`src/rtl/core/xrg_pkg.sv`:
```
// Shared types, constants and command encodings of the xoshiro256** generator.
package xrg_pkg;

  localparam int WORD_W    = 64;
  localparam int NWORDS    = 4;
  localparam int WIDX_W    = $clog2(NWORDS);
  localparam int MAX_DRAWS = 64;
  localparam int TRY_W     = $clog2(MAX_DRAWS + 1);
  localparam int DIV_STEPS = WORD_W;
  localparam int DCNT_W    = $clog2(DIV_STEPS);
  localparam int IN_TDATA_W  = 72;
  localparam int OUT_TDATA_W = 72;

  localparam logic [WORD_W-1:0] SM_GAMMA = 64'h9e3779b97f4a7c15;
  localparam logic [WORD_W-1:0] SM_MUL_A = 64'hbf58476d1ce4e5b9;
  localparam logic [WORD_W-1:0] SM_MUL_B = 64'h94d049bb133111eb;
  localparam int SHIFT_S3 = 17;
  localparam int ROT_S3   = 45;

  typedef enum logic [1:0] {
    ACT_SEED  = 2'd0,
    ACT_RAW   = 2'd1,
    ACT_BOUND = 2'd2,
    ACT_NONE  = 2'd3
  } act_t;

  typedef enum logic [3:0] {
    CMD_IDLE,
    CMD_LOAD,
    CMD_SM_ADD,
    CMD_MUL0,
    CMD_MUL1,
    CMD_MUL2,
    CMD_DRAW,
    CMD_DIV_START,
    CMD_DIV_STEP,
    CMD_LIM_SAVE,
    CMD_OUT
  } cmd_op_t;

  typedef enum logic [1:0] {
    OUT_ZERO,
    OUT_RAW,
    OUT_REM
  } out_sel_t;

  typedef enum logic {
    DIV_NEG_N,
    DIV_DRAW
  } div_src_t;

  typedef struct packed {
    cmd_op_t             op;
    logic                csel;
    logic [WIDX_W-1:0]   widx;
    div_src_t            dsrc;
    out_sel_t            osel;
    logic                err;
  } cmd_t;

  typedef struct packed {
    logic op_zero;
    logic x_ge_lim;
  } status_t;

endpackage

```
`src/rtl/core/xrg_rem.sv`:
```
// Restoring remainder unit, one quotient bit per cycle while step is asserted.
module xrg_rem (
  input  logic                       clk,
  input  logic                       start,
  input  logic                       step,
  input  logic [xrg_pkg::WORD_W-1:0] dividend,
  input  logic [xrg_pkg::WORD_W-1:0] divisor,
  output logic [xrg_pkg::WORD_W-1:0] rem
);
  import xrg_pkg::*;

  logic [WORD_W-1:0] rem_r, rem_nxt;
  logic [WORD_W-1:0] dq_r, dq_nxt;
  logic [WORD_W:0]   trial;

  assign trial = {rem_r, dq_r[WORD_W-1]};

  always_comb begin
    rem_nxt = rem_r;
    dq_nxt  = dq_r;
    if (start) begin
      rem_nxt = '0;
      dq_nxt  = dividend;
    end else if (step) begin
      dq_nxt = {dq_r[WORD_W-2:0], 1'b0};
      if (trial >= {1'b0, divisor}) begin
        rem_nxt = WORD_W'(trial - {1'b0, divisor});
      end else begin
        rem_nxt = trial[WORD_W-1:0];
      end
    end
  end

  always_ff @(posedge clk) begin
    rem_r <= rem_nxt;
    dq_r  <= dq_nxt;
  end

  assign rem = rem_r;

endmodule

```
`src/rtl/core/xrg_datapath.sv`:
```
// Datapath: state words, splitmix multiply, raw draw, remainder unit, result register.
module xrg_datapath (
  input  logic                       clk,
  input  logic                       rst_n,
  input  xrg_pkg::cmd_t              cmd,
  input  logic [xrg_pkg::WORD_W-1:0] operand,
  output xrg_pkg::status_t           status,
  output logic [xrg_pkg::WORD_W-1:0] out_value,
  output logic                       out_error
);
  import xrg_pkg::*;

  logic [WORD_W-1:0] s_r [NWORDS];
  logic [WORD_W-1:0] op_r, acc_r, z_r, p_r, x_r, lim_r;
  logic [WORD_W-1:0] value_r;
  logic              err_r;

  logic [WORD_W-1:0] sm_sum, mconst, mix, rem, div_src;
  logic [31:0]       mul_a, mul_b;
  logic [WORD_W-1:0] prod;
  logic [WORD_W-1:0] t1, rt, draw;
  logic [WORD_W-1:0] s2x, s3x, s1n, s0n, s2n, s3n;

  assign sm_sum = acc_r + SM_GAMMA;
  assign mconst = cmd.csel ? SM_MUL_B : SM_MUL_A;

  always_comb begin
    mul_a = z_r[31:0];
    mul_b = mconst[31:0];
    case (cmd.op)
      CMD_MUL1: mul_a = z_r[63:32];
      CMD_MUL2: mul_b = mconst[63:32];
      default:  mul_a = z_r[31:0];
    endcase
  end

  assign prod = {32'b0, mul_a} * {32'b0, mul_b};
  assign mix  = p_r + {prod[31:0], 32'b0};

  assign t1   = s_r[1] + {s_r[1][WORD_W-3:0], 2'b0};
  assign rt   = {t1[WORD_W-8:0], t1[WORD_W-1:WORD_W-7]};
  assign draw = rt + {rt[WORD_W-4:0], 3'b0};

  assign s2x = s_r[2] ^ s_r[0];
  assign s3x = s_r[3] ^ s_r[1];
  assign s1n = s_r[1] ^ s2x;
  assign s0n = s_r[0] ^ s3x;
  assign s2n = s2x ^ (s_r[1] << SHIFT_S3);
  assign s3n = (s3x << ROT_S3) | (s3x >> (WORD_W - ROT_S3));

  assign div_src = (cmd.dsrc == DIV_DRAW) ? x_r : WORD_W'(64'd0 - op_r);

  xrg_rem u_rem (
    .clk      (clk),
    .start    (cmd.op == CMD_DIV_START),
    .step     (cmd.op == CMD_DIV_STEP),
    .dividend (div_src),
    .divisor  (op_r),
    .rem      (rem)
  );

  always_ff @(posedge clk) begin
    if (!rst_n) begin
      for (int i = 0; i < NWORDS; i++) begin
        s_r[i] <= '0;
      end
    end else begin
      case (cmd.op)
        CMD_DRAW: begin
          s_r[0] <= s0n;
          s_r[1] <= s1n;
          s_r[2] <= s2n;
          s_r[3] <= s3n;
        end
        CMD_MUL2: begin
          if (cmd.csel) begin
            s_r[cmd.widx] <= mix ^ (mix >> 31);
          end
        end
        default: begin
        end
      endcase
    end
  end

  always_ff @(posedge clk) begin
    case (cmd.op)
      CMD_LOAD: begin
        op_r  <= operand;
        acc_r <= operand;
      end
      CMD_SM_ADD: begin
        acc_r <= sm_sum;
        z_r   <= sm_sum ^ (sm_sum >> 30);
      end
      CMD_MUL0: p_r <= prod;
      CMD_MUL1: p_r <= mix;
      CMD_MUL2: z_r <= mix ^ (mix >> 27);
      CMD_DRAW: x_r <= draw;
      CMD_LIM_SAVE: lim_r <= rem;
      CMD_OUT: begin
        err_r <= cmd.err;
        case (cmd.osel)
          OUT_RAW: value_r <= x_r;
          OUT_REM: value_r <= rem;
          default: value_r <= '0;
        endcase
      end
      default: begin
      end
    endcase
  end

  assign status.op_zero  = (op_r == '0);
  assign status.x_ge_lim = (x_r >= lim_r);
  assign out_value       = value_r;
  assign out_error       = err_r;

endmodule

```
`src/rtl/core/xrg_ctrl.sv`:
```
// Controller: sequences seeding, draws, rejection and remainder steps.
module xrg_ctrl (
  input  logic             clk,
  input  logic             rst_n,
  input  logic             in_tvalid,
  output logic             in_tready,
  input  xrg_pkg::act_t    action,
  output logic             out_tvalid,
  input  logic             out_tready,
  input  xrg_pkg::status_t status,
  output xrg_pkg::cmd_t    cmd
);
  import xrg_pkg::*;

  typedef enum logic [11:0] {
    S_IDLE     = 12'b0000_0000_0001,
    S_SM_ADD   = 12'b0000_0000_0010,
    S_MUL0     = 12'b0000_0000_0100,
    S_MUL1     = 12'b0000_0000_1000,
    S_MUL2     = 12'b0000_0001_0000,
    S_DRAW     = 12'b0000_0010_0000,
    S_CHECK    = 12'b0000_0100_0000,
    S_BOUND    = 12'b0000_1000_0000,
    S_LIM_DIV  = 12'b0001_0000_0000,
    S_LIM_SAVE = 12'b0010_0000_0000,
    S_MOD_DIV  = 12'b0100_0000_0000,
    S_DONE     = 12'b1000_0000_0000
  } state_t;

  state_t            state_r, state_nxt;
  act_t              act_r, act_nxt;
  logic [WIDX_W-1:0] wi_r, wi_nxt;
  logic              cpass_r, cpass_nxt;
  logic [DCNT_W-1:0] dcnt_r, dcnt_nxt;
  logic [TRY_W-1:0]  tries_r, tries_nxt;
  out_sel_t          osel_r, osel_nxt;
  logic              err_r, err_nxt;
  logic              ovalid_r, ovalid_nxt;

  assign in_tready  = (state_r == S_IDLE);
  assign out_tvalid = ovalid_r;

  always_comb begin
    state_nxt = state_r;
    act_nxt   = act_r;
    wi_nxt    = wi_r;
    cpass_nxt = cpass_r;
    dcnt_nxt  = dcnt_r;
    tries_nxt = tries_r;
    osel_nxt  = osel_r;
    err_nxt   = err_r;
    cmd       = '{op: CMD_IDLE, csel: cpass_r, widx: wi_r, dsrc: DIV_NEG_N,
                  osel: osel_r, err: err_r};
    case (state_r)
      S_IDLE: begin
        if (in_tvalid) begin
          cmd.op  = CMD_LOAD;
          act_nxt = action;
          case (action)
            ACT_SEED: begin
              wi_nxt    = '0;
              state_nxt = S_SM_ADD;
            end
            ACT_RAW:   state_nxt = S_DRAW;
            ACT_BOUND: state_nxt = S_BOUND;
            default: begin
              osel_nxt  = OUT_ZERO;
              err_nxt   = 1'b0;
              state_nxt = S_DONE;
            end
          endcase
        end
      end
      S_SM_ADD: begin
        cmd.op    = CMD_SM_ADD;
        cpass_nxt = 1'b0;
        state_nxt = S_MUL0;
      end
      S_MUL0: begin
        cmd.op    = CMD_MUL0;
        state_nxt = S_MUL1;
      end
      S_MUL1: begin
        cmd.op    = CMD_MUL1;
        state_nxt = S_MUL2;
      end
      S_MUL2: begin
        cmd.op = CMD_MUL2;
        if (!cpass_r) begin
          cpass_nxt = 1'b1;
          state_nxt = S_MUL0;
        end else if (wi_r == WIDX_W'(NWORDS - 1)) begin
          osel_nxt  = OUT_ZERO;
          err_nxt   = 1'b0;
          state_nxt = S_DONE;
        end else begin
          wi_nxt    = wi_r + 1'b1;
          state_nxt = S_SM_ADD;
        end
      end
      S_BOUND: begin
        if (status.op_zero) begin
          osel_nxt  = OUT_ZERO;
          err_nxt   = 1'b1;
          state_nxt = S_DONE;
        end else begin
          cmd.op    = CMD_DIV_START;
          cmd.dsrc  = DIV_NEG_N;
          dcnt_nxt  = '0;
          state_nxt = S_LIM_DIV;
        end
      end
      S_LIM_DIV: begin
        cmd.op   = CMD_DIV_STEP;
        dcnt_nxt = dcnt_r + 1'b1;
        if (dcnt_r == DCNT_W'(DIV_STEPS - 1)) begin
          state_nxt = S_LIM_SAVE;
        end
      end
      S_LIM_SAVE: begin
        cmd.op    = CMD_LIM_SAVE;
        tries_nxt = '0;
        state_nxt = S_DRAW;
      end
      S_DRAW: begin
        cmd.op    = CMD_DRAW;
        tries_nxt = tries_r + 1'b1;
        if (act_r == ACT_RAW) begin
          osel_nxt  = OUT_RAW;
          err_nxt   = 1'b0;
          state_nxt = S_DONE;
        end else begin
          state_nxt = S_CHECK;
        end
      end
      S_CHECK: begin
        if (status.x_ge_lim || tries_r == TRY_W'(MAX_DRAWS)) begin
          cmd.op    = CMD_DIV_START;
          cmd.dsrc  = DIV_DRAW;
          dcnt_nxt  = '0;
          state_nxt = S_MOD_DIV;
        end else begin
          state_nxt = S_DRAW;
        end
      end
      S_MOD_DIV: begin
        cmd.op   = CMD_DIV_STEP;
        dcnt_nxt = dcnt_r + 1'b1;
        if (dcnt_r == DCNT_W'(DIV_STEPS - 1)) begin
          osel_nxt  = OUT_REM;
          err_nxt   = 1'b0;
          state_nxt = S_DONE;
        end
      end
      S_DONE: begin
        if (!ovalid_r || out_tready) begin
          cmd.op    = CMD_OUT;
          state_nxt = S_IDLE;
        end
      end
      default: state_nxt = S_IDLE;
    endcase
  end

  always_comb begin
    ovalid_nxt = ovalid_r && !out_tready;
    if (cmd.op == CMD_OUT) begin
      ovalid_nxt = 1'b1;
    end
  end

  always_ff @(posedge clk) begin
    if (!rst_n) begin
      state_r  <= S_IDLE;
      ovalid_r <= 1'b0;
      act_r    <= ACT_NONE;
      wi_r     <= '0;
      cpass_r  <= 1'b0;
      dcnt_r   <= '0;
      tries_r  <= '0;
      osel_r   <= OUT_ZERO;
      err_r    <= 1'b0;
    end else begin
      state_r  <= state_nxt;
      ovalid_r <= ovalid_nxt;
      act_r    <= act_nxt;
      wi_r     <= wi_nxt;
      cpass_r  <= cpass_nxt;
      dcnt_r   <= dcnt_nxt;
      tries_r  <= tries_nxt;
      osel_r   <= osel_nxt;
      err_r    <= err_nxt;
    end
  end

  a_raw_goes_draw: assert property (@(posedge clk) disable iff (!rst_n)
    (in_tvalid && in_tready && action == ACT_RAW) |=> state_r == S_DRAW)
    else $error("raw transfer did not start a draw");

  a_done_holds: assert property (@(posedge clk) disable iff (!rst_n)
    (state_r == S_DONE && ovalid_r && !out_tready) |=> state_r == S_DONE)
    else $error("result overwritten while output stalled");

  a_tries_cap: assert property (@(posedge clk) disable iff (!rst_n)
    state_r == S_CHECK |-> tries_r <= TRY_W'(MAX_DRAWS))
    else $error("draw count beyond cap");

  a_out_load: assert property (@(posedge clk) disable iff (!rst_n)
    cmd.op == CMD_OUT |=> ovalid_r)
    else $error("result load without valid");

  a_zero_bound_err: assert property (@(posedge clk) disable iff (!rst_n)
    (state_r == S_BOUND && status.op_zero) |=> (state_r == S_DONE && err_r))
    else $error("zero bound without error flag");

endmodule

```
`src/rtl/core/xoshiro_random_generator.sv`:
```
// Top level of the xoshiro256** generator with splitmix64 seeding.
//
//  channel | dir | handshake          | payload
//  in_     | in  | in_tvalid/tready   | tdata[1:0] action, [65:2] operand
//  out_    | out | out_tvalid/tready  | tdata[63:0] value, [64] error
//
// Seed: four splitmix steps, each two 64-bit products
// built from three 32x32 partial products on one multiplier.
// Bounded draw time is set by the bit-serial remainder unit, run once for the threshold
// and once for the result, plus one draw and check per rejected draw.
// Synchronous active-low reset clears the state words to zero; no clearing pass.
// A finished result waits in the output register while the next transfer is taken.
module xoshiro_random_generator (
  input  logic                                 clk,
  input  logic                                 rst_n,
  input  logic                                 in_tvalid,
  output logic                                 in_tready,
  input  logic [xrg_pkg::IN_TDATA_W-1:0]       in_tdata,   // action, operand, zero pad
  output logic                                 out_tvalid,
  input  logic                                 out_tready,
  output logic [xrg_pkg::OUT_TDATA_W-1:0]      out_tdata   // value, error, zero pad
);
  import xrg_pkg::*;

  cmd_t              cmd;
  status_t           status;
  logic [WORD_W-1:0] value;
  logic              error;

  xrg_ctrl u_ctrl (
    .clk        (clk),
    .rst_n      (rst_n),
    .in_tvalid  (in_tvalid),
    .in_tready  (in_tready),
    .action     (act_t'(in_tdata[1:0])),
    .out_tvalid (out_tvalid),
    .out_tready (out_tready),
    .status     (status),
    .cmd        (cmd)
  );

  xrg_datapath u_dp (
    .clk       (clk),
    .rst_n     (rst_n),
    .cmd       (cmd),
    .operand   (in_tdata[WORD_W+1:2]),
    .status    (status),
    .out_value (value),
    .out_error (error)
  );

  assign out_tdata = {(OUT_TDATA_W - WORD_W - 1)'(0), error, value};

endmodule

```
`config.mk`:
```
export PLATFORM = sky130hd
export DESIGN_NAME = xoshiro_random_generator
export DESIGN_NICKNAME = d
export VERILOG_FILES = /design/src/rtl/core/xrg_pkg.sv /design/src/rtl/core/xrg_rem.sv /design/src/rtl/core/xrg_datapath.sv /design/src/rtl/core/xrg_ctrl.sv /design/src/rtl/core/xoshiro_random_generator.sv
export SDC_FILE = /design/constraint.sdc
export NUM_CORES = 2
export LEC_CHECK = 0
export ABC_AREA = 1
export BUFFER_PORTS_ARGS = -buffer_cell sky130_fd_sc_hd__clkbuf_2
export CAP_MARGIN = 40
export CORE_MARGIN = 4
export CORE_UTILIZATION = 30
export CTS_CLUSTER_DIAMETER = 80
export DETAILED_ROUTE_END_ITERATION = 16
export GPL_TIMING_DRIVEN = 0
export PLACE_DENSITY = 0.54
export RECOVER_POWER = 25
export SETUP_SLACK_MARGIN = 0.05
export SYNTH_ARGS = -nofsm -noshare
export SYNTH_HDL_FRONTEND = slang
export SYNTH_SLANG_ARGS = --single-unit
```
`constraint.sdc`:
```
create_clock -name clk -period 15.47 [get_ports clk]
set_input_delay 1.547 -clock clk [delete_from_list [all_inputs] [get_ports clk]]
set_output_delay 1.547 -clock clk [all_outputs]
set_load 0.01 [all_outputs]
```
==> metrics <==
status=finished, violations left; failing checks=capacitance limit, slew limit; CTS tree=yes; via count=approximately 83000; antenna violations before repair=30; Critical Path Most Common Cell=inv_1; GR Util All Layers=25.3%; Synth area leaders=edfxtp_1, fa_1, nand2_1; Synth area leader=edfxtp_1; endpoints failing setup=0; Placer Congestion=approximately 1.0; largest net degree at the start of global routing=72; Core ar.=0.306 mm2; clock slew at reported path FFs=0.06 ns; final wirelength=411 mm; post-DP HPWL=about 350 mm; post-synthesis sequential area ratio=a little over a quarter; slowest CP cell=a21boi_0; Mapped Area=~0.09 mm2; Area Overhead vs Synth=10.9%; CP arrival=14.88 ns; H-tree depth=3; HP Class=register to register; CTS Buf Count=100; Critical Path Source Type=register; Avg Cell Area, Syn=approximately 8.1 um2; fmax=a little under 70 MHz; post-synth top area share=between 20% and 30%; postcts setup bufs=0; post-synthesis register bit count=867; ys async rst share=0%; critical path type=register to register; Worst path depth=43; Post-CTS Hold Buffers=0; most frequent cells in the layout=nand2_1, inv_1, nor2_1, fa_1, edfxtp_1; Routed WL per cell=between 20 and 30 um; Place WS=between 2 and 2.5 ns; Final Cycle Share=slightly above 90%; Hold Path Stages=2; Vias/cell=5.23; Slew Viols, Final=204; Slew headroom=-142%; Critical path buffers and inverters=13; synthesized netlist cell count=11300; Chip Width=562 um; grt ovf=0; setup TNS=0 ns; CP required=roughly 16 ns; Max stage delay on crit path=just under 0.9 ns; share of layout cells above drive strength 1=under 10%; Synth Warn #=0; Detail Route Antenna Nets=0; Starting Density=between 30% and 40%; most used flip-flop cell after synthesis=edfxtp_1; final worst slack=approximately 1.1 ns; vias in the first global route=approximately 80000; DRC Markers=0; Top-Level Pins=150; Final min period=around 14 ns; Crit Path Max Fanout=12; Starting DRT DRC Count=about 10000; Sinks on Clock Net=between 800 and 900; R2R depth=43; Worst Max-Slew Pin Slew=approximately 3.6 ns; clk_skew=around 0.033 ns; Distinct cells, synth=73; die area=between 0.3 and 0.4 mm2; row cnt=between 200 and 250; Nets=between 10000 and 15000; CP top delay family=adder cells; Hold Violations, Final=0; root buffer cell=clkbuf_16; RSZ-0062 raised after global routing=false; worst-case clock buffer depth=3; drt pass-1 iters=6; # resized after CTS=0; max-cap check violation count=5; commonest non-fill, non-tap cell in the layout=nand2_1; first-pass GRT wire length=580 mm; Post-synth EDFFs=~770; clock latency on the worst-skew pair=approximately 0.76 ns; input/output buffers=135; CP Capture Type=register; Die Y=562 um
-- worst paths after layout --
check | startpoint | to | slack [ns]
hold reg to reg | u_ctrl.dcnt_r[4] | u_ctrl.dcnt_r[4] | 0.49
setup reg to reg | u_ctrl.state_r[8] | u_dp.s_r[3][22] | 1.05
setup / recovery | u_ctrl.state_r[8] | u_dp.s_r[3][22] | 1.05
hold / removal | u_ctrl.dcnt_r[4] | u_ctrl.dcnt_r[4] | 0.49
-- metal layers --
layer / up-vias / GRT usage (%) / part of all wire (%)
met5: - / 0 / 0.024
met4: 12 / 8.29 / 3.9
met3: 567 / 4.96 / 10
li1: 37300 / - / -
met2: 4303 / 38.1 / 42
met1: 40800 / 36.2 / 44
-- tightest hold or removal path, delay by kind of cell, from the launching register on --
kind | cells | cell delay, ns
flops | 1 | 0.33
simple gates | 1 | 0.07
compound gates | 1 | 0.05
-- metrics by stage --
step / hold slack (ns) / util [%] / cells / instance area (um2)
after floorplan: 0.409 / - / 11300 / 92000
after global placement: 0.471 / 32.0 / 15600 / 97800
after detailed placement: 0.475 / 32.3 / 15600 / 98800
after CTS: 0.485 / 33.4 / 15800 / 102000
after global routing: 0.506 / 33.4 / 15800 / 102000
final: 0.488 / 33.4 / 15800 / 102000
-- cell type report --
cell class	instances	area [um2]
multi-input combinational	8195	58200
sequential	867	25100
clock buffer	131	2760
fill	32800	204000
buffer	311	1420
antenna	11	27.5
inverter	1972	7410
clock inverter	55	641
timing repair buffer	205	1400
tap	4100	5130
-- cells in the mapped netlist (all sizes together), types with 3 or more instances --
cell	n
nand2	2231
inv	1971
nor2	1262
fa	824
edfxtp	769
ha	630
nand3	623
o21ai	554
a21oi	548
xor2	417
xnor2	212
clkbuf	176
nand4	163
o31ai	163
buf	135
nor3	99
dfxtp	98
nand3b	93
or2	55
o21bai	54
a31oi	50
a21o	44
nor4	30
a21boi	22
o211ai	22
o21a	16
o32ai	16
a221oi	14
a211oi	12
and3	8
nor3b	4
o2111ai	4
o311ai	4
o221ai	3
-- sequential cells by signal, indices dropped and copies added (netlist names), 2 cells and up --
signal	cells
u_dp.p_r	64
u_dp.x_r	64
u_dp.out_value	64
u_dp.z_r	64
u_dp.op_r	64
u_ctrl.wi_r	2
u_dp.u_rem.dq_r	64
u_ctrl.tries_r	7
u_ctrl.state_r	12
u_dp.s_r	256
u_ctrl.dcnt_r	6
u_dp.u_rem.rem	64
u_dp.acc_r	64
u_ctrl.osel_r	2
u_dp.lim_r	64
u_ctrl.act_r	2
-- logic make-up after synthesis --
group | Yosys count | synth area share [%]
flops | 867 | 27.2
other cells | 1 | 0.00408
compound gates | 1534 | 9.61
fa+ha+maj | 1454 | 26.5
buf+inv | 2283 | 9.59
simple gates | 4571 | 21.0
xor+xnor | 629 | 6.06
Power is not shown: default switching activity piles up to over one toggle a cycle in this logic, so the estimate is an artifact.
